**src/hdl/gte_pkg.sv**
```systemverilog
// Shared types, constants and helper functions for the generalized-time converter.
package gte_pkg;

  localparam logic [7:0] DIGIT_ZERO = 8'd48;
  localparam logic [7:0] DIGIT_NINE = 8'd57;

  localparam logic [3:0] TS_LEN     = 4'd14;
  localparam logic [3:0] LAST_POS   = 4'd13;
  localparam logic [3:0] YEAR_END   = 4'd4;
  localparam logic [3:0] MONTH_END  = 4'd6;
  localparam logic [3:0] DAY_END    = 4'd8;
  localparam logic [3:0] HOUR_END   = 4'd10;
  localparam logic [3:0] MINUTE_END = 4'd12;

  // Days from 0000-03-01 (shifted by 400 years) to 1970-01-01.
  localparam logic [22:0] DAY_OFFSET = 23'd865565;

  typedef struct packed {
    logic [13:0] year;
    logic [6:0]  month;
    logic [6:0]  day;
    logic [6:0]  hour;
    logic [6:0]  minute;
    logic [6:0]  second;
    logic        err;
  } gte_fields_t;

  function automatic logic [13:0] push_year(input logic [13:0] acc, input logic [3:0] d);
    logic [17:0] t;
    t = 18'(acc) * 18'd10 + 18'(d);
    return t[13:0];
  endfunction

  function automatic logic [6:0] push_field(input logic [6:0] acc, input logic [3:0] d);
    logic [10:0] t;
    t = 11'(acc) * 11'd10 + 11'(d);
    return t[6:0];
  endfunction

  // Day of a March-based year on which month index mm starts.
  function automatic logic [8:0] month_start(input logic [3:0] mm);
    logic [8:0] r;
    case (mm)
      4'd0:    r = 9'd0;
      4'd1:    r = 9'd31;
      4'd2:    r = 9'd61;
      4'd3:    r = 9'd92;
      4'd4:    r = 9'd122;
      4'd5:    r = 9'd153;
      4'd6:    r = 9'd184;
      4'd7:    r = 9'd214;
      4'd8:    r = 9'd245;
      4'd9:    r = 9'd275;
      4'd10:   r = 9'd306;
      4'd11:   r = 9'd337;
      default: r = 9'd0;
    endcase
    return r;
  endfunction

endpackage

```
**src/hdl/gte_accum.sv**
```systemverilog
// Character accumulator: builds the six digit fields of one timestamp.
module gte_accum (
  input  logic                clk,
  input  logic                rst,
  input  logic                char_fire,
  input  logic [7:0]          char_code,
  input  logic                first,
  output logic                res_valid,
  output gte_pkg::gte_fields_t res_fields
);
  import gte_pkg::*;

  logic [3:0]  position, position_next;
  logic [13:0] year_acc, year_acc_next;
  logic [6:0]  month_acc, month_acc_next;
  logic [6:0]  day_acc, day_acc_next;
  logic [6:0]  hour_acc, hour_acc_next;
  logic [6:0]  minute_acc, minute_acc_next;
  logic [6:0]  second_acc, second_acc_next;
  logic        error_seen, error_seen_next;

  logic [3:0]  pos_base;
  logic [13:0] year_base;
  logic [6:0]  month_base, day_base, hour_base, minute_base, second_base;
  logic        err_base;
  logic        is_digit;
  logic [3:0]  digit;
  logic [7:0]  digit_raw;

  always_comb begin
    pos_base    = first ? '0 : position;
    year_base   = first ? '0 : year_acc;
    month_base  = first ? '0 : month_acc;
    day_base    = first ? '0 : day_acc;
    hour_base   = first ? '0 : hour_acc;
    minute_base = first ? '0 : minute_acc;
    second_base = first ? '0 : second_acc;
    err_base    = first ? 1'b0 : error_seen;

    is_digit  = (char_code >= DIGIT_ZERO) && (char_code <= DIGIT_NINE);
    digit_raw = char_code - DIGIT_ZERO;
    digit     = is_digit ? digit_raw[3:0] : 4'd0;

    position_next   = position;
    year_acc_next   = year_acc;
    month_acc_next  = month_acc;
    day_acc_next    = day_acc;
    hour_acc_next   = hour_acc;
    minute_acc_next = minute_acc;
    second_acc_next = second_acc;
    error_seen_next = error_seen;

    if (char_fire) begin
      position_next   = pos_base;
      year_acc_next   = year_base;
      month_acc_next  = month_base;
      day_acc_next    = day_base;
      hour_acc_next   = hour_base;
      minute_acc_next = minute_base;
      second_acc_next = second_base;
      error_seen_next = err_base;
      if (pos_base < TS_LEN) begin
        error_seen_next = err_base | ~is_digit;
        position_next   = pos_base + 4'd1;
        if (pos_base < YEAR_END) begin
          year_acc_next = push_year(year_base, digit);
        end else if (pos_base < MONTH_END) begin
          month_acc_next = push_field(month_base, digit);
        end else if (pos_base < DAY_END) begin
          day_acc_next = push_field(day_base, digit);
        end else if (pos_base < HOUR_END) begin
          hour_acc_next = push_field(hour_base, digit);
        end else if (pos_base < MINUTE_END) begin
          minute_acc_next = push_field(minute_base, digit);
        end else begin
          second_acc_next = push_field(second_base, digit);
        end
      end
    end
  end

  assign res_valid         = char_fire && (pos_base == LAST_POS);
  assign res_fields.year   = year_acc_next;
  assign res_fields.month  = month_acc_next;
  assign res_fields.day    = day_acc_next;
  assign res_fields.hour   = hour_acc_next;
  assign res_fields.minute = minute_acc_next;
  assign res_fields.second = second_acc_next;
  assign res_fields.err    = error_seen_next;

  always_ff @(posedge clk) begin
    if (rst) begin
      position   <= '0;
      year_acc   <= '0;
      month_acc  <= '0;
      day_acc    <= '0;
      hour_acc   <= '0;
      minute_acc <= '0;
      second_acc <= '0;
      error_seen <= 1'b0;
    end else begin
      position   <= position_next;
      year_acc   <= year_acc_next;
      month_acc  <= month_acc_next;
      day_acc    <= day_acc_next;
      hour_acc   <= hour_acc_next;
      minute_acc <= minute_acc_next;
      second_acc <= second_acc_next;
      error_seen <= error_seen_next;
    end
  end

  a_pos_bound: assert property (@(posedge clk) disable iff (rst)
    position <= TS_LEN)
    else $error("position count ran past the timestamp length");

  a_done_full: assert property (@(posedge clk) disable iff (rst)
    res_valid |=> position == TS_LEN)
    else $error("a result was raised without completing the timestamp");

  a_first_restart: assert property (@(posedge clk) disable iff (rst)
    char_fire && first |=> position == 4'd1)
    else $error("a start marker did not restart the timestamp");

endmodule

```
**src/hdl/gte_epoch.sv**
```systemverilog
// Calendar pipeline: turns the accumulated fields into seconds since 1970.
module gte_epoch (
  input  logic                 clk,
  input  logic                 rst,
  input  logic                 in_valid,
  input  gte_pkg::gte_fields_t in_fields,
  output logic                 in_free,
  output logic                 epoch_valid,
  input  logic                 epoch_ready,
  output logic signed [38:0]   epoch_seconds,
  output logic                 bad_digit
);
  import gte_pkg::*;

  localparam logic signed [17:0] SEC_PER_DAY = 18'sd86400;

  logic free1, free2, free3, free4, free_o;

  // Stage 1: latched fields.
  logic        v1;
  gte_fields_t f1;

  // Stage 2: shifted year, day within the March-based year, seconds of day.
  logic              v2;
  logic [13:0]       y2;
  logic signed [9:0] dd2;
  logic [18:0]       hms2;
  logic              err2;

  // Stage 3: year terms.
  logic              v3;
  logic [21:0]       y365_3;
  logic [11:0]       y4_3;
  logic [6:0]        c3;
  logic signed [9:0] dd3;
  logic [18:0]       hms3;
  logic              err3;

  // Stage 4: day count.
  logic               v4;
  logic signed [22:0] days4;
  logic [18:0]        hms4;
  logic               err4;

  logic [6:0]  mon_m1;
  logic [12:0] q_prod;
  logic [3:0]  quot;
  logic [6:0]  rem_full;
  logic [3:0]  rem;
  logic [3:0]  mm;
  logic [8:0]  doy;
  logic [13:0] y_next;
  logic [9:0]  dd_sum;
  logic [18:0] hms_next;

  logic [26:0] c_prod;
  logic [6:0]  c_next;
  logic [21:0] y365_next;

  logic [22:0] days_sum;

  logic signed [40:0] day_secs;
  logic signed [38:0] epoch_next;

  assign free_o  = !epoch_valid || epoch_ready;
  assign free4   = !v4 || free_o;
  assign free3   = !v3 || free4;
  assign free2   = !v2 || free3;
  assign free1   = !v1 || free2;
  assign in_free = free1;

  always_comb begin
    mon_m1   = f1.month - 7'd1;
    q_prod   = 13'(mon_m1) * 13'd43;
    quot     = q_prod[12:9];
    rem_full = mon_m1 - 7'(quot) * 7'd12;
    if (f1.month == 7'd0) begin
      rem    = 4'd11;
      y_next = f1.year + 14'd399;
    end else begin
      rem    = rem_full[3:0];
      y_next = f1.year + 14'(quot) + 14'd400 - 14'(rem <= 4'd1);
    end
    mm       = (rem >= 4'd2) ? rem - 4'd2 : rem + 4'd10;
    doy      = month_start(mm);
    dd_sum   = 10'(doy) + 10'(f1.day) - 10'd1;
    hms_next = 19'(f1.hour) * 19'd3600 + 19'(f1.minute) * 19'd60 + 19'(f1.second);
  end

  always_comb begin
    c_prod    = 27'(y2) * 27'd5243;
    c_next    = c_prod[25:19];
    y365_next = 22'(y2) * 22'd365;
  end

  always_comb begin
    days_sum = 23'(y365_3) + 23'(y4_3) - 23'(c3) + 23'(c3[6:2]) + 23'(dd3) - DAY_OFFSET;
  end

  always_comb begin
    day_secs   = days4 * SEC_PER_DAY;
    epoch_next = 39'(day_secs) + 39'(hms4);
  end

  always_ff @(posedge clk) begin
    if (rst) begin
      v1          <= 1'b0;
      v2          <= 1'b0;
      v3          <= 1'b0;
      v4          <= 1'b0;
      epoch_valid <= 1'b0;
    end else begin
      if (free1) begin
        v1 <= in_valid;
      end
      if (free2) begin
        v2 <= v1;
      end
      if (free3) begin
        v3 <= v2;
      end
      if (free4) begin
        v4 <= v3;
      end
      if (free_o) begin
        epoch_valid <= v4;
      end
    end
  end

  always_ff @(posedge clk) begin
    if (free1) begin
      f1 <= in_fields;
    end
    if (free2) begin
      y2   <= y_next;
      dd2  <= signed'(dd_sum);
      hms2 <= hms_next;
      err2 <= f1.err;
    end
    if (free3) begin
      y365_3 <= y365_next;
      y4_3   <= y2[13:2];
      c3     <= c_next;
      dd3    <= dd2;
      hms3   <= hms2;
      err3   <= err2;
    end
    if (free4) begin
      days4 <= signed'(days_sum);
      hms4  <= hms3;
      err4  <= err3;
    end
    if (free_o) begin
      epoch_seconds <= epoch_next;
      bad_digit     <= err4;
    end
  end

  a_month_rem: assert property (@(posedge clk) disable iff (rst)
    v1 && (f1.month != 7'd0) |-> rem_full <= 7'd11)
    else $error("month remainder out of range");

  a_century: assert property (@(posedge clk) disable iff (rst)
    v2 |-> (21'(c_next) * 21'd100 <= 21'(y2)) && (21'(y2) < 21'(c_next) * 21'd100 + 21'd100))
    else $error("century quotient does not match the year");

  a_out_source: assert property (@(posedge clk) disable iff (rst)
    $rose(epoch_valid) |-> $past(v4))
    else $error("result raised without a finished day count");

endmodule

```
**src/hdl/gentime_to_epoch.sv**
```systemverilog
// Top level of the generalized-time to Unix epoch converter.
//
//   channel  signals                                  direction  moves
//   char     char_valid, char_ready, char_code, first in         one ASCII character
//   epoch    epoch_valid, epoch_ready,                out        one result per timestamp
//            epoch_seconds, bad_digit
//
// One character transfer can complete in every cycle while the result pipeline has room.
// The fourteenth character of a timestamp reaches epoch_valid through a chain of registers:
// the transfer edge loads the field register, and the month and day stage, the year stage,
// the day-count stage and the output register follow in that order.
// While a result waits at the output, characters are still taken until the result pipeline
// itself is full.
// Reset clears the character position, the digit fields and every pipeline valid bit.
module gentime_to_epoch (
  input  logic               clk,
  input  logic               rst,
  input  logic               char_valid,
  output logic               char_ready,
  input  logic [7:0]         char_code,
  input  logic               first,
  output logic               epoch_valid,
  input  logic               epoch_ready,
  output logic signed [38:0] epoch_seconds,
  output logic               bad_digit
);
  import gte_pkg::*;

  logic        char_fire;
  logic        res_valid;
  gte_fields_t res_fields;
  logic        pipe_free;

  assign char_ready = pipe_free;
  assign char_fire  = char_valid && pipe_free;

  gte_accum u_accum (
    .clk        (clk),
    .rst        (rst),
    .char_fire  (char_fire),
    .char_code  (char_code),
    .first      (first),
    .res_valid  (res_valid),
    .res_fields (res_fields)
  );

  gte_epoch u_epoch (
    .clk           (clk),
    .rst           (rst),
    .in_valid      (res_valid),
    .in_fields     (res_fields),
    .in_free       (pipe_free),
    .epoch_valid   (epoch_valid),
    .epoch_ready   (epoch_ready),
    .epoch_seconds (epoch_seconds),
    .bad_digit     (bad_digit)
  );

endmodule

```
**config.mk**
```make
export PLATFORM = sky130hd
export DESIGN_NAME = gentime_to_epoch
export DESIGN_NICKNAME = d
export VERILOG_FILES = /design/src/hdl/gte_pkg.sv /design/src/hdl/gte_accum.sv /design/src/hdl/gte_epoch.sv /design/src/hdl/gentime_to_epoch.sv
export SDC_FILE = /design/constraint.sdc
export NUM_CORES = 1
export LEC_CHECK = 0
export ABC_CLOCK_PERIOD_IN_PS = 20200
export BUFFER_PORTS_ARGS = -buffer_cell sky130_fd_sc_hd__buf_2
export CAP_MARGIN = 5
export CORE_ASPECT_RATIO = 1.25
export CORE_UTILIZATION = 32
export DETAILED_ROUTE_END_ITERATION = 7
export SETUP_SLACK_MARGIN = 0.15
export SLEW_MARGIN = 20
export SYNTH_ARGS = -nofsm -noshare
export SYNTH_HDL_FRONTEND = slang
export SYNTH_SLANG_ARGS = --single-unit
```
**constraint.sdc**
```tcl
create_clock -name clk -period 20.2 [get_ports clk]
set_input_delay 3.03 -clock clk [delete_from_list [all_inputs] [get_ports clk]]
set_output_delay 3.03 -clock clk [all_outputs]
set_load 0.005 [all_outputs]
```
==> summary.txt <==
outcome: finished clean
gpl congestion: 0.850
largest area contributor in the netlist: edfxtp_1
post-CTS setup buffers: 0
Synth Area in Adders: 37.0%
Die Y: 341 µm
area share of the largest cell type after synthesis: 25.3%
core region area: 91200 µm²
H-tree lvl count: 2
RSZ-0062 raised after global routing: false
GRT Overall Usage: 12.3%
Slew headroom: 30.2%
vias in the first global route: 19500
critical path depth: 37
Hold Crit Depth: 0
Clock Skew: 0.0269 ns
ratio of final minimum period to clock period: 41.4%
Site Rows: 124
synth unique cells: 84
Starting DRT DRC Count: 697
initial antenna violation count: 0
Max Slew Vio Count: 0
area taken by multi-input logic gates: 18600 µm²
layout cells sized above 1: 5.42%
Worst path most repeated cell: inv_1
CP Buf/Inv Count: 8
syn nets: 3596
grt total ovfl: 0
part of the Yosys area used for sequential elements: 29.3%
antenna fix cells: 0
Slowest cell on crit path: or4_1
# port buffers: 54
fmax: 120 MHz
# IOs: 55
critical path's largest stage delay: 0.69 ns
final setup fails: 0
pin count of the biggest net entering global routing: 60
crit path kind: reg -> reg
ys flop type: edfxtp_1
final hold vios: 0
hold_sp: u_epoch.f1[0]
CP delay by family, top: adder cells
mux share of post-synthesis cell area: 0.842%
# resized after CTS: 0
die area: 93200 µm²
commonest cells after routing, fill and taps aside: inv_1, ha_1, edfxtp_1
Reg area: 8630 µm²
post-synthesis async set-or-reset flop share: 0%
Reg clk slew, reported paths: 0.06 ns
Post-synth EDFFs: 248
Pre-Repair DR Iteration Count: 7
crit end category: flip-flop
# fillers: 9139
CTS Buf Count: 38
Synth warnings: 0
CP Launch Type: flip-flop
Crit Path Max Fanout: 14
final wirelength: 55.7 mm
routed vias: 18814
CTS Hold Bufs: 0
chip width: 273 µm
most common cell after layout, fill and taps aside: inv_1
clock sinks: 307
Setup TNS Final: 0 ns
post-route DRC violation count: 0
synth top area cells: edfxtp_1, ha_1, fa_1
DR vias/cell: 4.54
Final #Nets: 3666
Gate Count Post-Synth: 2853
clock root buffer master: clkbuf_16
r2r startpoint: u_epoch.f1[29]
first-pass GRT wire length: 94.8 mm
Worst R2R Path Depth: 37
largest family of logic cells by synthesized area: adder cells
hold slack: 0.413 ns
Post-Syn Area: 29400 µm²
CTS tree: done
CP arrival: 8.66 ns
Longest Clk Path Bufs: 3
Synth Area in XOR/XNOR: 6.44%
Yosys reg bits: 307
area grow syn2layout: 10.1%
Slew @ Worst Pin: 1.04 ns
WL/cell: 13.4 µm
max_cap viols: 0
worst r2r dst: u_epoch.dd2[9]
Worst R2R Setup Slack: 11.83 ns
worst skew pair latency: 0.56 ns
worst hold endpoint: u_epoch.err2
Post-DRT Antenna Nets: 0
Final min period: 8.37 ns
Starting Density: 32.2%
critical path required time: 20.50 ns
Syn Area/Cell: 10.3 µm²
Synth Area in Compound Gates: 9.14%
worst min path class: reg -> reg
simple-gate share of the synthesized area: 9.58%
HPWL Detailed: 45.8 mm
[layout make-up]
type | count | share of cell area (%)
Multi-Input combinational cell | 1946 | 57.3
Sequential cell | 307 | 26.6
Inverter | 565 | 6.55
Tap cell | 1197 | 4.63
Clock buffer | 46 | 3.16
Timing Repair Buffer | 65 | 1.09
Clock inverter | 22 | 0.611
[synthesized netlist by cell type, drive strengths merged (3+ instances only)]
cell / instances
a2111oi: 3
a211o: 4
a211oi: 19
a21boi: 5
a21o: 35
a21oi: 131
a221o: 3
a22oi: 10
a31oi: 9
a32o: 4
a41oi: 5
and2: 20
and3: 8
buf: 3
clkbuf: 32
dfxtp: 59
edfxtp: 248
fa: 231
ha: 499
inv: 565
mux2: 4
mux2i: 19
nand2: 132
nand2b: 22
nand3: 29
nand3b: 4
nand4: 13
nor2: 127
nor2b: 102
nor3: 41
nor3b: 10
nor4: 6
o2111ai: 4
o211ai: 11
o21a: 17
o21ai: 109
o21bai: 27
o311ai: 3
o31ai: 7
o41ai: 3
or2: 11
or3: 11
or4: 5
xnor2: 156
xor2: 57
[registers in the layout (all words and copies together), names as in the netlist, 4 cells and up]
signal,flops
u_accum.second_acc,7
u_epoch.dd2,10
u_epoch.epoch_seconds,39
u_accum.year_acc,14
u_accum.hour_acc,7
u_accum.position,4
u_epoch.f1,50
u_epoch.hms2,19
u_epoch.y4_3,12
u_epoch.y365_3,22
u_epoch.c3,7
u_epoch.hms3,19
u_epoch.hms4,19
u_accum.month_acc,7
u_epoch.days4,23
u_accum.minute_acc,7
u_epoch.dd3,10
u_epoch.y2,14
u_accum.day_acc,7
[worst reg2reg max path: cells and delay by family (launching register included)]
kind / cells / cell delay (ns)
AO/OA/AOI/OAI: 11 / 1.92
XOR/XNOR: 2 / 0.35
adder cells (fa/ha/maj): 9 / 2.79
buffers and inverters: 8 / 0.66
flip-flops: 1 / 0.50
multiplexers: 1 / 0.19
AND/OR/NAND/NOR: 6 / 1.71
[cells by family after synthesis]
family | count (synthesis)
adders and majority gates | 732
buffers and inverters | 600
and+or+nand+nor | 551
AOI/OAI and AO/OA | 426
DFF | 307
xor gates and xnor gates | 214
muxes | 23
[metal layers]
metal	global-route usage [%]	up-vias	share of wire, %
met3	1.51	86	2.6
li1	-	9686	-
met2	22.5	203	50
met1	14.9	8839	44
met4	4.03	0	2.6
met5	0	-	0
[metrics by stage]
step	worst slack (ns)	instances	utilization [%]	area, µm²
finish	11.83	4148	35.5	32400
global route	11.24	4148	35.5	32400
CTS	11.79	4148	35.5	32400
detailed placement	11.81	4080	34.2	31200
global placement	11.89	4080	34.2	31200
floorplan	12.44	2853	-	29400
[worst max-delay path by stage]
| stage | slack (ns) | end | from |
|---|---|---|---|
| 2_1_floorplan | 12.44 | char_ready | epoch_ready |
| 3_3_place_gp | 11.89 | u_epoch.dd2[9] | u_epoch.f1[29] |
| 3_5_place_dp | 11.81 | u_epoch.dd2[9] | u_epoch.f1[29] |
| 4_1_cts | 11.79 | u_epoch.dd2[9] | u_epoch.f1[29] |
| 5_1_grt | 11.24 | u_epoch.dd2[9] | u_epoch.f1[29] |
| 6_report | 11.83 | u_epoch.dd2[9] | u_epoch.f1[29] |
Power is left out: the tool's default activity adds up to more than one toggle a clock period on the data nets, which glitch-free logic cannot reach.
